--- config.mk ---
export PLATFORM = sky130hd
export DESIGN_NAME = dead_zone_camera_tracker
export DESIGN_NICKNAME = d
export VERILOG_FILES = /design/src/rtl/core/dzct_pkg.sv /design/src/rtl/core/dzct_step.sv /design/src/rtl/core/dead_zone_camera_tracker.sv
export SDC_FILE = /design/constraint.sdc
export NUM_CORES = 2
export LEC_CHECK = 0
export BUFFER_PORTS_ARGS = -buffer_cell sky130_fd_sc_hd__buf_4
export CORE_MARGIN = 2
export CORE_UTILIZATION = 55
export DETAILED_ROUTE_END_ITERATION = 7
export GPL_TIMING_DRIVEN = 0
export PLACE_DENSITY = 0.84
export SETUP_SLACK_MARGIN = 0.2
export SYNTH_ARGS = -nofsm -noshare
export SYNTH_HDL_FRONTEND = slang
export SYNTH_HIERARCHICAL = 1
export SYNTH_SLANG_ARGS = --single-unit
--- constraint.sdc ---
create_clock -name clk -period 30.6 [get_ports clk]
set_input_delay 4.59 -clock clk [delete_from_list [all_inputs] [get_ports clk]]
set_output_delay 4.59 -clock clk [all_outputs]
set_load 0.01 [all_outputs]
--- src/rtl/core/dzct_pkg.sv ---
`default_nettype none
// ----------------------------------------------------------------------------
// dzct_pkg
// Shared types, codes and fixed-point constants of the dead-zone camera
// tracker. All positions are signed 20.12.
// ----------------------------------------------------------------------------
package dzct_pkg;

    // item function codes
    localparam logic [1:0] FUNC_TICK    = 2'd0;
    localparam logic [1:0] FUNC_SET_POS = 2'd1;
    localparam logic [1:0] FUNC_SET_LAG = 2'd2;

    // pose codes
    localparam logic [1:0] POSE_UP     = 2'd1;
    localparam logic [1:0] POSE_CROUCH = 2'd2;

    // configuration register indexes (byte address = 4 * index)
    localparam int          CFG_AW       = 4;
    localparam logic [1:0] REG_LEFT     = 2'd0;
    localparam logic [1:0] REG_RIGHT    = 2'd1;
    localparam logic [1:0] REG_TOP      = 2'd2;
    localparam logic [1:0] REG_BOTTOM   = 2'd3;

    localparam int DEF_LOOK_DELAY = 120;

    // reset values
    localparam logic signed [31:0] LEFT_RST    = 32'sd655360;
    localparam logic signed [31:0] RIGHT_RST   = 32'sh7FFF_FFFF;
    localparam logic signed [31:0] TOP_RST     = 32'sd491520;
    localparam logic signed [31:0] BOTTOM_RST  = 32'sh7FFF_FFFF;
    localparam logic signed [31:0] TRACK_X_RST = 32'sd655360;
    localparam logic signed [31:0] TRACK_Y_RST = 32'sd491520;

    // tracking arithmetic runs at 34 bits so sums and differences never wrap
    localparam logic signed [33:0] DZ_X       = 34'(8 << 12);
    localparam logic signed [33:0] DZ_Y       = 34'(32 << 12);
    localparam logic signed [33:0] CAP_X      = 34'(16 << 12);
    localparam logic signed [33:0] CAP_Y_AIR  = 34'(24 << 12);
    localparam logic signed [33:0] CAP_Y_GND  = 34'(6 << 12);
    localparam logic signed [33:0] S32_MAX_W  = 34'sh0_7FFF_FFFF;
    localparam logic signed [33:0] S32_MIN_W  = -34'sh0_8000_0000;
    localparam logic signed [31:0] FAST_SPEED = 32'sh0000_6000;

    // offsets
    localparam logic signed [19:0] LEAD_X_MAX = 20'(64 << 12);
    localparam logic signed [19:0] STEP       = 20'(2 << 12);
    localparam logic signed [19:0] LEAD_UP    = 20'(104 << 12);
    localparam logic signed [19:0] LEAD_DOWN  = 20'(88 << 12);

    typedef struct packed {
        logic [1:0]         func;
        logic signed [31:0] x_value;
        logic signed [31:0] y_value;
        logic               tracking;
        logic               airborne;
        logic signed [31:0] ground_speed;
        logic [1:0]         pose;
        logic [7:0]         lag_frames;
    } item_t;

    typedef struct packed {
        logic signed [31:0] track_x;
        logic signed [31:0] track_y;
        logic signed [19:0] lead_x;
        logic signed [19:0] lead_y;
        logic [7:0]         freeze_count;
    } cam_state_t;

    typedef struct packed {
        logic signed [31:0] left_limit;
        logic signed [31:0] right_limit;
        logic signed [31:0] top_limit;
        logic signed [31:0] bottom_limit;
    } limits_t;

endpackage
`default_nettype wire

--- src/rtl/core/dzct_step.sv ---
`default_nettype none
// ----------------------------------------------------------------------------
// dzct_step
// One-item update of the camera state and the view it produces.
// ----------------------------------------------------------------------------
module dzct_step
    import dzct_pkg::*;
#(
    parameter int LOOK_DELAY = DEF_LOOK_DELAY,
    parameter int HOLD_W     = $clog2(LOOK_DELAY + 1)
)
(
    input  wire item_t             item,
    input  wire cam_state_t        cur,
    input  wire [HOLD_W-1:0]       hold_count,
    input  wire limits_t           limits,
    output cam_state_t             nxt,
    output logic [HOLD_W-1:0]      hold_next,
    output logic signed [31:0]     view_x,
    output logic signed [31:0]     view_y
);

    localparam logic [HOLD_W-1:0] HOLD_END = HOLD_W'(LOOK_DELAY);

    function automatic logic signed [33:0] dead_zone(
        input logic signed [31:0] pos,
        input logic signed [31:0] target,
        input logic signed [33:0] radius,
        input logic signed [33:0] cap
    );
        logic signed [33:0] p;
        logic signed [33:0] t;
        logic signed [33:0] d;
        p = 34'(pos);
        t = 34'(target);
        if (p + radius < t)
        begin
            d = t - (p + radius);
            dead_zone = (d > cap) ? cap : d;
        end
        else if (p - radius > t)
        begin
            d = t - (p - radius);
            dead_zone = (d < -cap) ? -cap : d;
        end
        else
        begin
            dead_zone = '0;
        end
    endfunction

    function automatic logic signed [31:0] sat32(input logic signed [33:0] v);
        if (v > S32_MAX_W)
            sat32 = S32_MAX_W[31:0];
        else if (v < S32_MIN_W)
            sat32 = S32_MIN_W[31:0];
        else
            sat32 = v[31:0];
    endfunction

    function automatic logic signed [19:0] retract(input logic signed [19:0] v);
        if (v > 20'sd0)
            retract = v - STEP;
        else if (v < 20'sd0)
            retract = v + STEP;
        else
            retract = '0;
    endfunction

    // below the minimum wins over above the maximum (inverted limits)
    function automatic logic signed [31:0] bound(
        input logic signed [32:0] v,
        input logic signed [31:0] lo,
        input logic signed [31:0] hi
    );
        if (v < 33'(lo))
            bound = lo;
        else if (v > 33'(hi))
            bound = hi;
        else
            bound = v[31:0];
    endfunction

    logic signed [33:0] dx;
    logic signed [33:0] dy;
    logic signed [33:0] dy_gnd;
    logic signed [19:0] lead_y_hold;
    logic               fast;
    logic               looking;

    always_comb
    begin
        dx     = dead_zone(cur.track_x, item.x_value, DZ_X, CAP_X);
        dy_gnd = 34'(item.y_value) - 34'(cur.track_y);
        if (item.tracking && item.airborne)
            dy = dead_zone(cur.track_y, item.y_value, DZ_Y, CAP_Y_AIR);
        else if (dy_gnd > CAP_Y_GND)
            dy = CAP_Y_GND;
        else if (dy_gnd < -CAP_Y_GND)
            dy = -CAP_Y_GND;
        else
            dy = dy_gnd;

        fast    = (item.ground_speed >= FAST_SPEED) || (item.ground_speed <= -FAST_SPEED);
        looking = item.tracking && ((item.pose == POSE_UP) || (item.pose == POSE_CROUCH));

        nxt         = cur;
        hold_next   = hold_count;
        lead_y_hold = cur.lead_y;

        case (item.func)
            FUNC_SET_POS:
            begin
                nxt.track_x = item.x_value;
                nxt.track_y = item.y_value;
            end
            FUNC_SET_LAG:
            begin
                nxt.freeze_count = item.lag_frames;
            end
            FUNC_TICK:
            begin
                if (cur.freeze_count != 8'd0)
                begin
                    nxt.freeze_count = cur.freeze_count - 8'd1;
                end
                else
                begin
                    nxt.track_x = sat32(34'(cur.track_x) + dx);
                    nxt.track_y = sat32(34'(cur.track_y) + dy);

                    if (item.tracking && fast)
                    begin
                        if (item.ground_speed < 32'sd0 && cur.lead_x > -LEAD_X_MAX)
                            nxt.lead_x = cur.lead_x - STEP;
                        else if (item.ground_speed > 32'sd0 && cur.lead_x < LEAD_X_MAX)
                            nxt.lead_x = cur.lead_x + STEP;
                    end
                    else
                    begin
                        nxt.lead_x = retract(cur.lead_x);
                    end

                    if (looking)
                    begin
                        if (hold_count < HOLD_END)
                            hold_next = hold_count + HOLD_W'(1);
                        else if (item.pose == POSE_UP)
                            lead_y_hold = (cur.lead_y > -LEAD_UP) ? cur.lead_y - STEP : -LEAD_UP;
                        else
                            lead_y_hold = (cur.lead_y < LEAD_DOWN) ? cur.lead_y + STEP
                                                                   : LEAD_DOWN;
                    end
                    else
                    begin
                        hold_next = '0;
                    end

                    nxt.lead_y = (hold_next < HOLD_END) ? retract(lead_y_hold) : lead_y_hold;
                end
            end
            default:
            begin
                // unused code: state untouched, view of current state
            end
        endcase

        if (item.func == FUNC_SET_POS)
        begin
            view_x = item.x_value;
            view_y = item.y_value;
        end
        else
        begin
            view_x = bound(33'(nxt.track_x) + 33'(nxt.lead_x),
                           limits.left_limit, limits.right_limit);
            view_y = bound(33'(nxt.track_y) + 33'(nxt.lead_y),
                           limits.top_limit, limits.bottom_limit);
        end
    end

endmodule
`default_nettype wire

--- src/rtl/core/dead_zone_camera_tracker.sv ---
`default_nettype none
// ----------------------------------------------------------------------------
// dead_zone_camera_tracker
// Per-frame dead-zone scroll camera with look-ahead and look-up/crouch pan.
// ----------------------------------------------------------------------------
// Usage: one transaction per video frame on the input channel (func selects
// frame tick, set position or set lag); every input transaction produces
// exactly one output transaction carrying view_x/view_y in signed 20.12.
// The block takes a new transaction every cycle while in_stall is low. An
// accepted transaction is held in the input register, then the whole camera
// update (dead zones, saturation, offsets, clamp to the limit registers)
// settles in one pass and lands in the tracker state and the result register
// at the same edge, so the next transaction already sees the updated state.
// in_stall rises only when both the input register and the result register
// are full and out_stall is high. Limit registers sit on the APB port at byte
// addresses 0x0, 0x4, 0x8, 0xC (left, right, top, bottom); write them only
// while no transaction is in flight.
// ----------------------------------------------------------------------------
module dead_zone_camera_tracker
    import dzct_pkg::*;
#(
    parameter int LOOK_DELAY = DEF_LOOK_DELAY
)
(
    input  wire                  clk,
    input  wire                  rst_n,

    // configuration port
    input  wire                  psel,
    input  wire                  penable,
    input  wire                  pwrite,
    input  wire [CFG_AW-1:0]     paddr,
    input  wire [31:0]           pwdata,
    output logic [31:0]          prdata,
    output logic                 pready,

    // input channel
    input  wire                  in_valid,
    output logic                 in_stall,
    input  wire [1:0]            func,
    input  wire signed [31:0]    x_value,
    input  wire signed [31:0]    y_value,
    input  wire                  tracking,
    input  wire                  airborne,
    input  wire signed [31:0]    ground_speed,
    input  wire [1:0]            pose,
    input  wire [7:0]            lag_frames,

    // output channel
    output logic                 out_valid,
    input  wire                  out_stall,
    output logic signed [31:0]   view_x,
    output logic signed [31:0]   view_y
);

    localparam int HOLD_W = $clog2(LOOK_DELAY + 1);

    // ------------------------------------------------------------------
    // configuration registers
    // ------------------------------------------------------------------
    limits_t limits_reg;
    logic    cfg_write;

    assign pready    = 1'b1;
    assign cfg_write = psel && penable && pwrite && pready;

    always_ff @(posedge clk or negedge rst_n)
    begin
        if (!rst_n)
        begin
            limits_reg.left_limit   <= LEFT_RST;
            limits_reg.right_limit  <= RIGHT_RST;
            limits_reg.top_limit    <= TOP_RST;
            limits_reg.bottom_limit <= BOTTOM_RST;
        end
        else if (cfg_write)
        begin
            unique case (paddr[3:2])
                REG_LEFT:   limits_reg.left_limit   <= pwdata;
                REG_RIGHT:  limits_reg.right_limit  <= pwdata;
                REG_TOP:    limits_reg.top_limit    <= pwdata;
                REG_BOTTOM: limits_reg.bottom_limit <= pwdata;
                default:    ;
            endcase
        end
    end

    always_comb
    begin
        unique case (paddr[3:2])
            REG_LEFT:   prdata = limits_reg.left_limit;
            REG_RIGHT:  prdata = limits_reg.right_limit;
            REG_TOP:    prdata = limits_reg.top_limit;
            REG_BOTTOM: prdata = limits_reg.bottom_limit;
            default:    prdata = '0;
        endcase
    end

    // ------------------------------------------------------------------
    // handshake: input register -> update -> result register
    // ------------------------------------------------------------------
    logic  s1_valid_reg;
    item_t s1_item_reg;
    logic  out_valid_reg;
    logic  out_block;
    logic  s1_fire;
    logic  in_accept;

    assign out_block = out_valid_reg && out_stall;
    assign s1_fire   = s1_valid_reg && !out_block;
    assign in_stall  = s1_valid_reg && out_block;
    assign in_accept = in_valid && !in_stall;

    always_ff @(posedge clk or negedge rst_n)
    begin
        if (!rst_n)
            s1_valid_reg <= 1'b0;
        else if (in_accept)
            s1_valid_reg <= 1'b1;
        else if (s1_fire)
            s1_valid_reg <= 1'b0;
    end

    // payload, no reset needed
    always_ff @(posedge clk)
    begin
        if (in_accept)
        begin
            s1_item_reg.func         <= func;
            s1_item_reg.x_value      <= x_value;
            s1_item_reg.y_value      <= y_value;
            s1_item_reg.tracking     <= tracking;
            s1_item_reg.airborne     <= airborne;
            s1_item_reg.ground_speed <= ground_speed;
            s1_item_reg.pose         <= pose;
            s1_item_reg.lag_frames   <= lag_frames;
        end
    end

    // ------------------------------------------------------------------
    // camera state and update
    // ------------------------------------------------------------------
    cam_state_t         state_reg;
    cam_state_t         state_next;
    logic [HOLD_W-1:0]  hold_reg;
    logic [HOLD_W-1:0]  hold_next;
    logic signed [31:0] view_x_next;
    logic signed [31:0] view_y_next;
    logic signed [31:0] view_x_reg;
    logic signed [31:0] view_y_reg;

    dzct_step #(
        .LOOK_DELAY (LOOK_DELAY),
        .HOLD_W     (HOLD_W)
    ) u_step (
        .item       (s1_item_reg),
        .cur        (state_reg),
        .hold_count (hold_reg),
        .limits     (limits_reg),
        .nxt        (state_next),
        .hold_next  (hold_next),
        .view_x     (view_x_next),
        .view_y     (view_y_next)
    );

    always_ff @(posedge clk or negedge rst_n)
    begin
        if (!rst_n)
        begin
            state_reg.track_x      <= TRACK_X_RST;
            state_reg.track_y      <= TRACK_Y_RST;
            state_reg.lead_x       <= '0;
            state_reg.lead_y       <= '0;
            state_reg.freeze_count <= '0;
            hold_reg               <= '0;
        end
        else if (s1_fire)
        begin
            state_reg <= state_next;
            hold_reg  <= hold_next;
        end
    end

    always_ff @(posedge clk or negedge rst_n)
    begin
        if (!rst_n)
            out_valid_reg <= 1'b0;
        else if (s1_fire)
            out_valid_reg <= 1'b1;
        else if (!out_stall)
            out_valid_reg <= 1'b0;
    end

    always_ff @(posedge clk)
    begin
        if (s1_fire)
        begin
            view_x_reg <= view_x_next;
            view_y_reg <= view_y_next;
        end
    end

    assign out_valid = out_valid_reg;
    assign view_x    = view_x_reg;
    assign view_y    = view_y_reg;

endmodule
`default_nettype wire

## Yosys cells after proc, flatten, opt, wreduce, memory -nomap -nowiden

Cells that the tools add are included.

- Mux-type cells: 50
- Add/subtract/negate cells: 21
- $lt $le $gt $ge: 32
- Bitwise logic cells: 1
- Reduce and logical (&&, ||, !) cells: 26
- Equality and inequality tests: 9

Operators with widths:

| cell | count |
|---|---|
| 34-bit two-way mux | 11 |
| 32-bit two-way mux | 10 |
| 20-bit two-way mux | 15 |
| 32-bit by 33-bit subtractor with 34-bit output | 4 |
| 33-bit by 32-bit greater-than comparator with 1-bit output | 4 |
| 33-bit by 32-bit < comparator with 1-bit output | 4 |
| 32-bit case mux with 4 select lines | 1 |
| 64-bit case mux with 2 select lines | 1 |
| 104-bit two-way mux | 1 |
| 32-bit by 34-bit adder with 34-bit output | 2 |
| 34-bit by 18-bit greater-than comparator with 1-bit output (second input constant) | 2 |
| 34-bit by 32-bit greater-than comparator with 1-bit output (second input constant) | 2 |
| 34-bit by 32-bit < comparator with 1-bit output (second input constant) | 2 |
| 32-bit by 20-bit adder with 33-bit output | 2 |
| 20-bit by 15-bit adder with 20-bit output (second input constant) | 3 |
| 20-bit by 15-bit subtractor with 20-bit output (second input constant) | 3 |
| 20-bit by 1-bit greater-than comparator with 1-bit output (second input constant) | 2 |
| 20-bit by 1-bit < comparator with 1-bit output (second input constant) | 2 |
| 20-bit < comparator (second input constant) | 2 |
| 40-bit two-way mux | 1 |
| 34-bit by 16-bit greater-than comparator with 1-bit output (second input constant) | 1 |
| 34-bit by 16-bit < comparator with 1-bit output (second input constant) | 1 |
| 34-bit by 17-bit < comparator with 1-bit output (second input constant) | 1 |
| 34-bit by 18-bit < comparator with 1-bit output (second input constant) | 1 |
| 30 further kinds | 61 |

- Input bits: 153
- Output and inout bits: 99
- Register bits after elaboration: 423
- Word-level logic and storage cells: 161

## Logic depth before layout (Yosys ltp)

- Depth in word-level cells: 18
- Gate-level depth with buffers: 70
- Gate-level depth less buffers: 65

## Cells and area by module

The synthesis kept the hierarchy.

Modules (own cells, without submodules):

| module | cells an instance | area each (um^2) | sequential area each (um^2) | instances |
|---|---|---|---|---|
| dzct_step | 3667 | 23762.8 | 0.0 | 1 |
| dead_zone_camera_tracker | 752 | 15446.1 | 11548.6 | 1 |

## Worst setup path before layout

OpenSTA, ideal clock, no wires.

- Kind: register -> register
- Start: reg state_reg[65] (netlist bit)
- End: reg view_y_reg[27], in the netlist view_y[27], data pin
- Arrival: 13.749 ns
- Setup time: 0.167 ns
- Required time: 30.433 ns
- Buffers on the path: 5
- Cell stages (with the launch flop): 66
- Setup slack: 16.684 ns
- Period minus slack after synthesis: 13.916 ns
- Cells stage by stage: dfstp_2 inv_1 ha_1 xnor2_1 ha_1 a21o_1 a211oi_1 o21ai_0 a31o_2 a41o_1 a21o_1 a21o_1 a21oi_1 o21ai_0 xor2_1 and3_1 nand4_1 or4_1 [30 not listed] a21oi_1 xnor2_1 ha_1 a21o_1 a21o_1 a21o_1 a21o_1 a21oi_1 nand3_1 or3_1 a311o_1 a31o_2 clkbuf_1 clkbuf_1 buf_1 nand2_1 o21ai_0 a211oi_1

RTL lines:

| what | RTL line | source |
|---|---|---|
| start, declared | dead_zone_camera_tracker.sv:143 | `cam_state_t state_reg;` |
| start signal, assigned | dead_zone_camera_tracker.sv:179 | `state_reg <= state_next;` |
| end signal, assigned | dead_zone_camera_tracker.sv:199 | `view_y_reg <= view_y_next;` |
| end, declared | dead_zone_camera_tracker.sv:150 | `logic signed [31:0] view_y_reg;` |

==> results.ini <==
[status]
status = finished, violations left
violations = capacitance limit

[global_route]
grt_first_pass_wirelength_mm = 205.6
grtUsageTotal = 0.3635
grt_max_degree = 92
grt_pass1_vias = 35000
overflow = 0
grt_antenna_before_repair = 7

[critical_path]
crit_family = compound AO/OA/AOI/OAI gates
worstPathArrival_ns = 19.41
slowest_stage = o41ai_1
cp_num_buf_inv = 7
critPathKind = reg -> reg
crit_start = s1_item_reg[44]
path_common_cell = o21ai_0
path_depth = 64
cp-end-kind = register
cpPeakStageDelay_ns = 0.79
reg2reg_slack_ns = 11.52
timing.rr.end = view_y[27]
required_ns = 30.93
r2r-start = s1_item_reg[44]
worstRegToRegCells = 64
cp-start-kind = register
path_max_fanout = 10
crit_path_end = view_y[27]

[timing]
skew_ns = 0.02414
finalSetupViolations = 0
hold_violations = 0
rsz0062_at_grt = false
fin_crit_ns = 19.08
worst_slack_ns = 11.52
worst_pin_slew_ns = 1.468
fmax_mhz = 52.41
fin_hold_ws_ns = 0.4784
period_share = 0.6235
slew_violations = 0
maxSlewHeadroom = 0.01724
finalSetupTns_ns = 0

[clock_network]
cts_made_buffers = 49
cts_resized = 0
clk-insertion-delay-late_ns = 0.63
clk_pin_slew_worst_paths_ns = 0.06
holdBufCountCts = 0
cts-root-buf = clkbuf_16
cts_max_level = 2
cts_sinks = 423
cts_buffer_depth = 3
cts_tree = done
post_cts_buffers = 0

[job]
maxCapViolCount = 1

[floorplanning]
die_h_um = 271
io_pins = 252
rows = 97
die-area_um2 = 73440
initial_core_util = 0.5580
die_width_um = 271
core_area_um2 = 70270

[cells_and_area]
area_growth_pct = 12.46
layout.nets = 5272
final_common_cell = ha_1
fin_area_um2 = 44100
drive_gt1_frac = 0.1631
largest_reg_flops = 128
layout_common_cells = ha_1, a21oi_1, nor2_1, nand2_1, o21ai_0

[synthesis]
syn_inst = 4419
ys_seq_area_frac = 0.2945
synth-edff-count = 174
ys_warn_count = 6
synth-main-ff-cell = dfrtp_1
syn_nets = 4968
syn_avg_cell_area_um2 = 8.873
synthArstFlopShare = 0.5887
syn_area_um2 = 39210
yosysUniqueCellTypes = 95
synth_top_area_frac = 0.1333
yosys-top-cells-area = edfxtp_1, ha_1, dfrtp_1
synth_top_area_cell = edfxtp_1
ys_seq_elements = 423

[detailed_routing]
drt_iter0_markers = 4283
final_antenna_net_count = 0
drc = 0
wirelength_mm = 138.2
vias = 37300
vias_per_cell = 6.535
firstDrtPassIters = 6
wl_per_cell_um = 24.22

[hold_path]
holdCritPathClass = reg -> reg

[placement]
portBuffers = 246
hpwl_mm = 109.5
gp_congestion = 1.061
post-place-ws_ns = 12.39
placed_cell_area_um2 = 42370

-- cells by family (layout without fill, tap and decap cells) --
logic type / count (synthesis) / after routing / share of synthesized area
AO/OA/AOI/OAI: 1275 / 1275 / 0.2073
AND/OR/NAND/NOR: 1237 / 1237 / 0.1532
buffers and inverters: 478 / 823 / 0.04777
flip-flops: 423 / 423 / 0.2945
adder cells (fa/ha/maj): 396 / 396 / 0.1275
multiplexers: 350 / 350 / 0.1109
XOR/XNOR: 259 / 259 / 0.05868
other: 1 / 5 / 0.00009564
-- how the worst min path moves through the flow --
stage | from | endpoint | cells past startpoint
global route | s1_valid_reg | out_valid | 1
finish | s1_valid_reg | out_valid | 1
CTS | s1_valid_reg | out_valid | 1
floorplan | s1_valid_reg | out_valid | 1
global placement | s1_valid_reg | out_valid | 1
detailed placement | s1_valid_reg | out_valid | 1
-- layer usage --
metal,share of wire,up-vias,global-route usage
li1,-,17010,-
met1,0.38,17750,0.4467
met2,0.45,2022,0.5862
met3,0.091,501,0.06621
met4,0.076,10,0.2364
met5,0.00046,-,0
-- metrics by stage --
| step | instances | util |
|---|---|---|
| 6_report | 5708 | 0.6275 |
| 5_1_grt | 5705 | 0.6274 |
| 4_1_cts | 5703 | 0.6272 |
| 3_5_place_dp | 5611 | 0.6029 |
| 3_3_place_gp | 5605 | 0.6010 |
| 2_1_floorplan | 4419 | - |
-- synth_stat cells (15+ instances only) --
cell type and n:
nor2b_1 65, xnor2_1 177, nand3_1 105, o22ai_1 37
nor4_1 40, o21a_1 56, nand2b_1 47, ha_1 390
mux2_4 30, a31oi_1 42, nor2_1 337, clkbuf_1 150
a211oi_1 53, inv_1 275, xor2_1 80, dfrtp_1 175
a2111oi_0 15, a21o_1 154, o21bai_1 37, and2_1 17
nand4_1 77, dfstp_2 74, mux4_2 32, o31ai_1 19
a22oi_1 17, a21oi_1 358, mux2i_1 55, edfxtp_1 174
nor3_1 104, mux2_2 224, or3_1 26, o211ai_1 29
o21ai_0 286, buf_2 30, and3_1 36, nand2_1 303
-- worst register-to-register path: cells and delay by family, from the launching register on --
family	cells	cell delay, ns
compound gates	29	8.45
flops	1	0.48
fa+ha+maj	7	2.50
simple gates	18	4.12
buf+inv	7	2.49
mux	1	0.34
xor+xnor	2	0.43
-- final cells by class --
type | count | area (um2)
multi-input combinational | 3518 | 25790
sequential | 423 | 11550
timing repair buffer | 253 | 1992
clock buffer | 62 | 1369
fill | 5866 | 26180
antenna | 4 | 10.01
inverter | 277 | 1040
clock inverter | 30 | 335.3
buffer | 201 | 835.8
tap | 940 | 1176
Power is not shown: default switching activity piles up to over one toggle a cycle in this logic, so the estimate is an artifact.
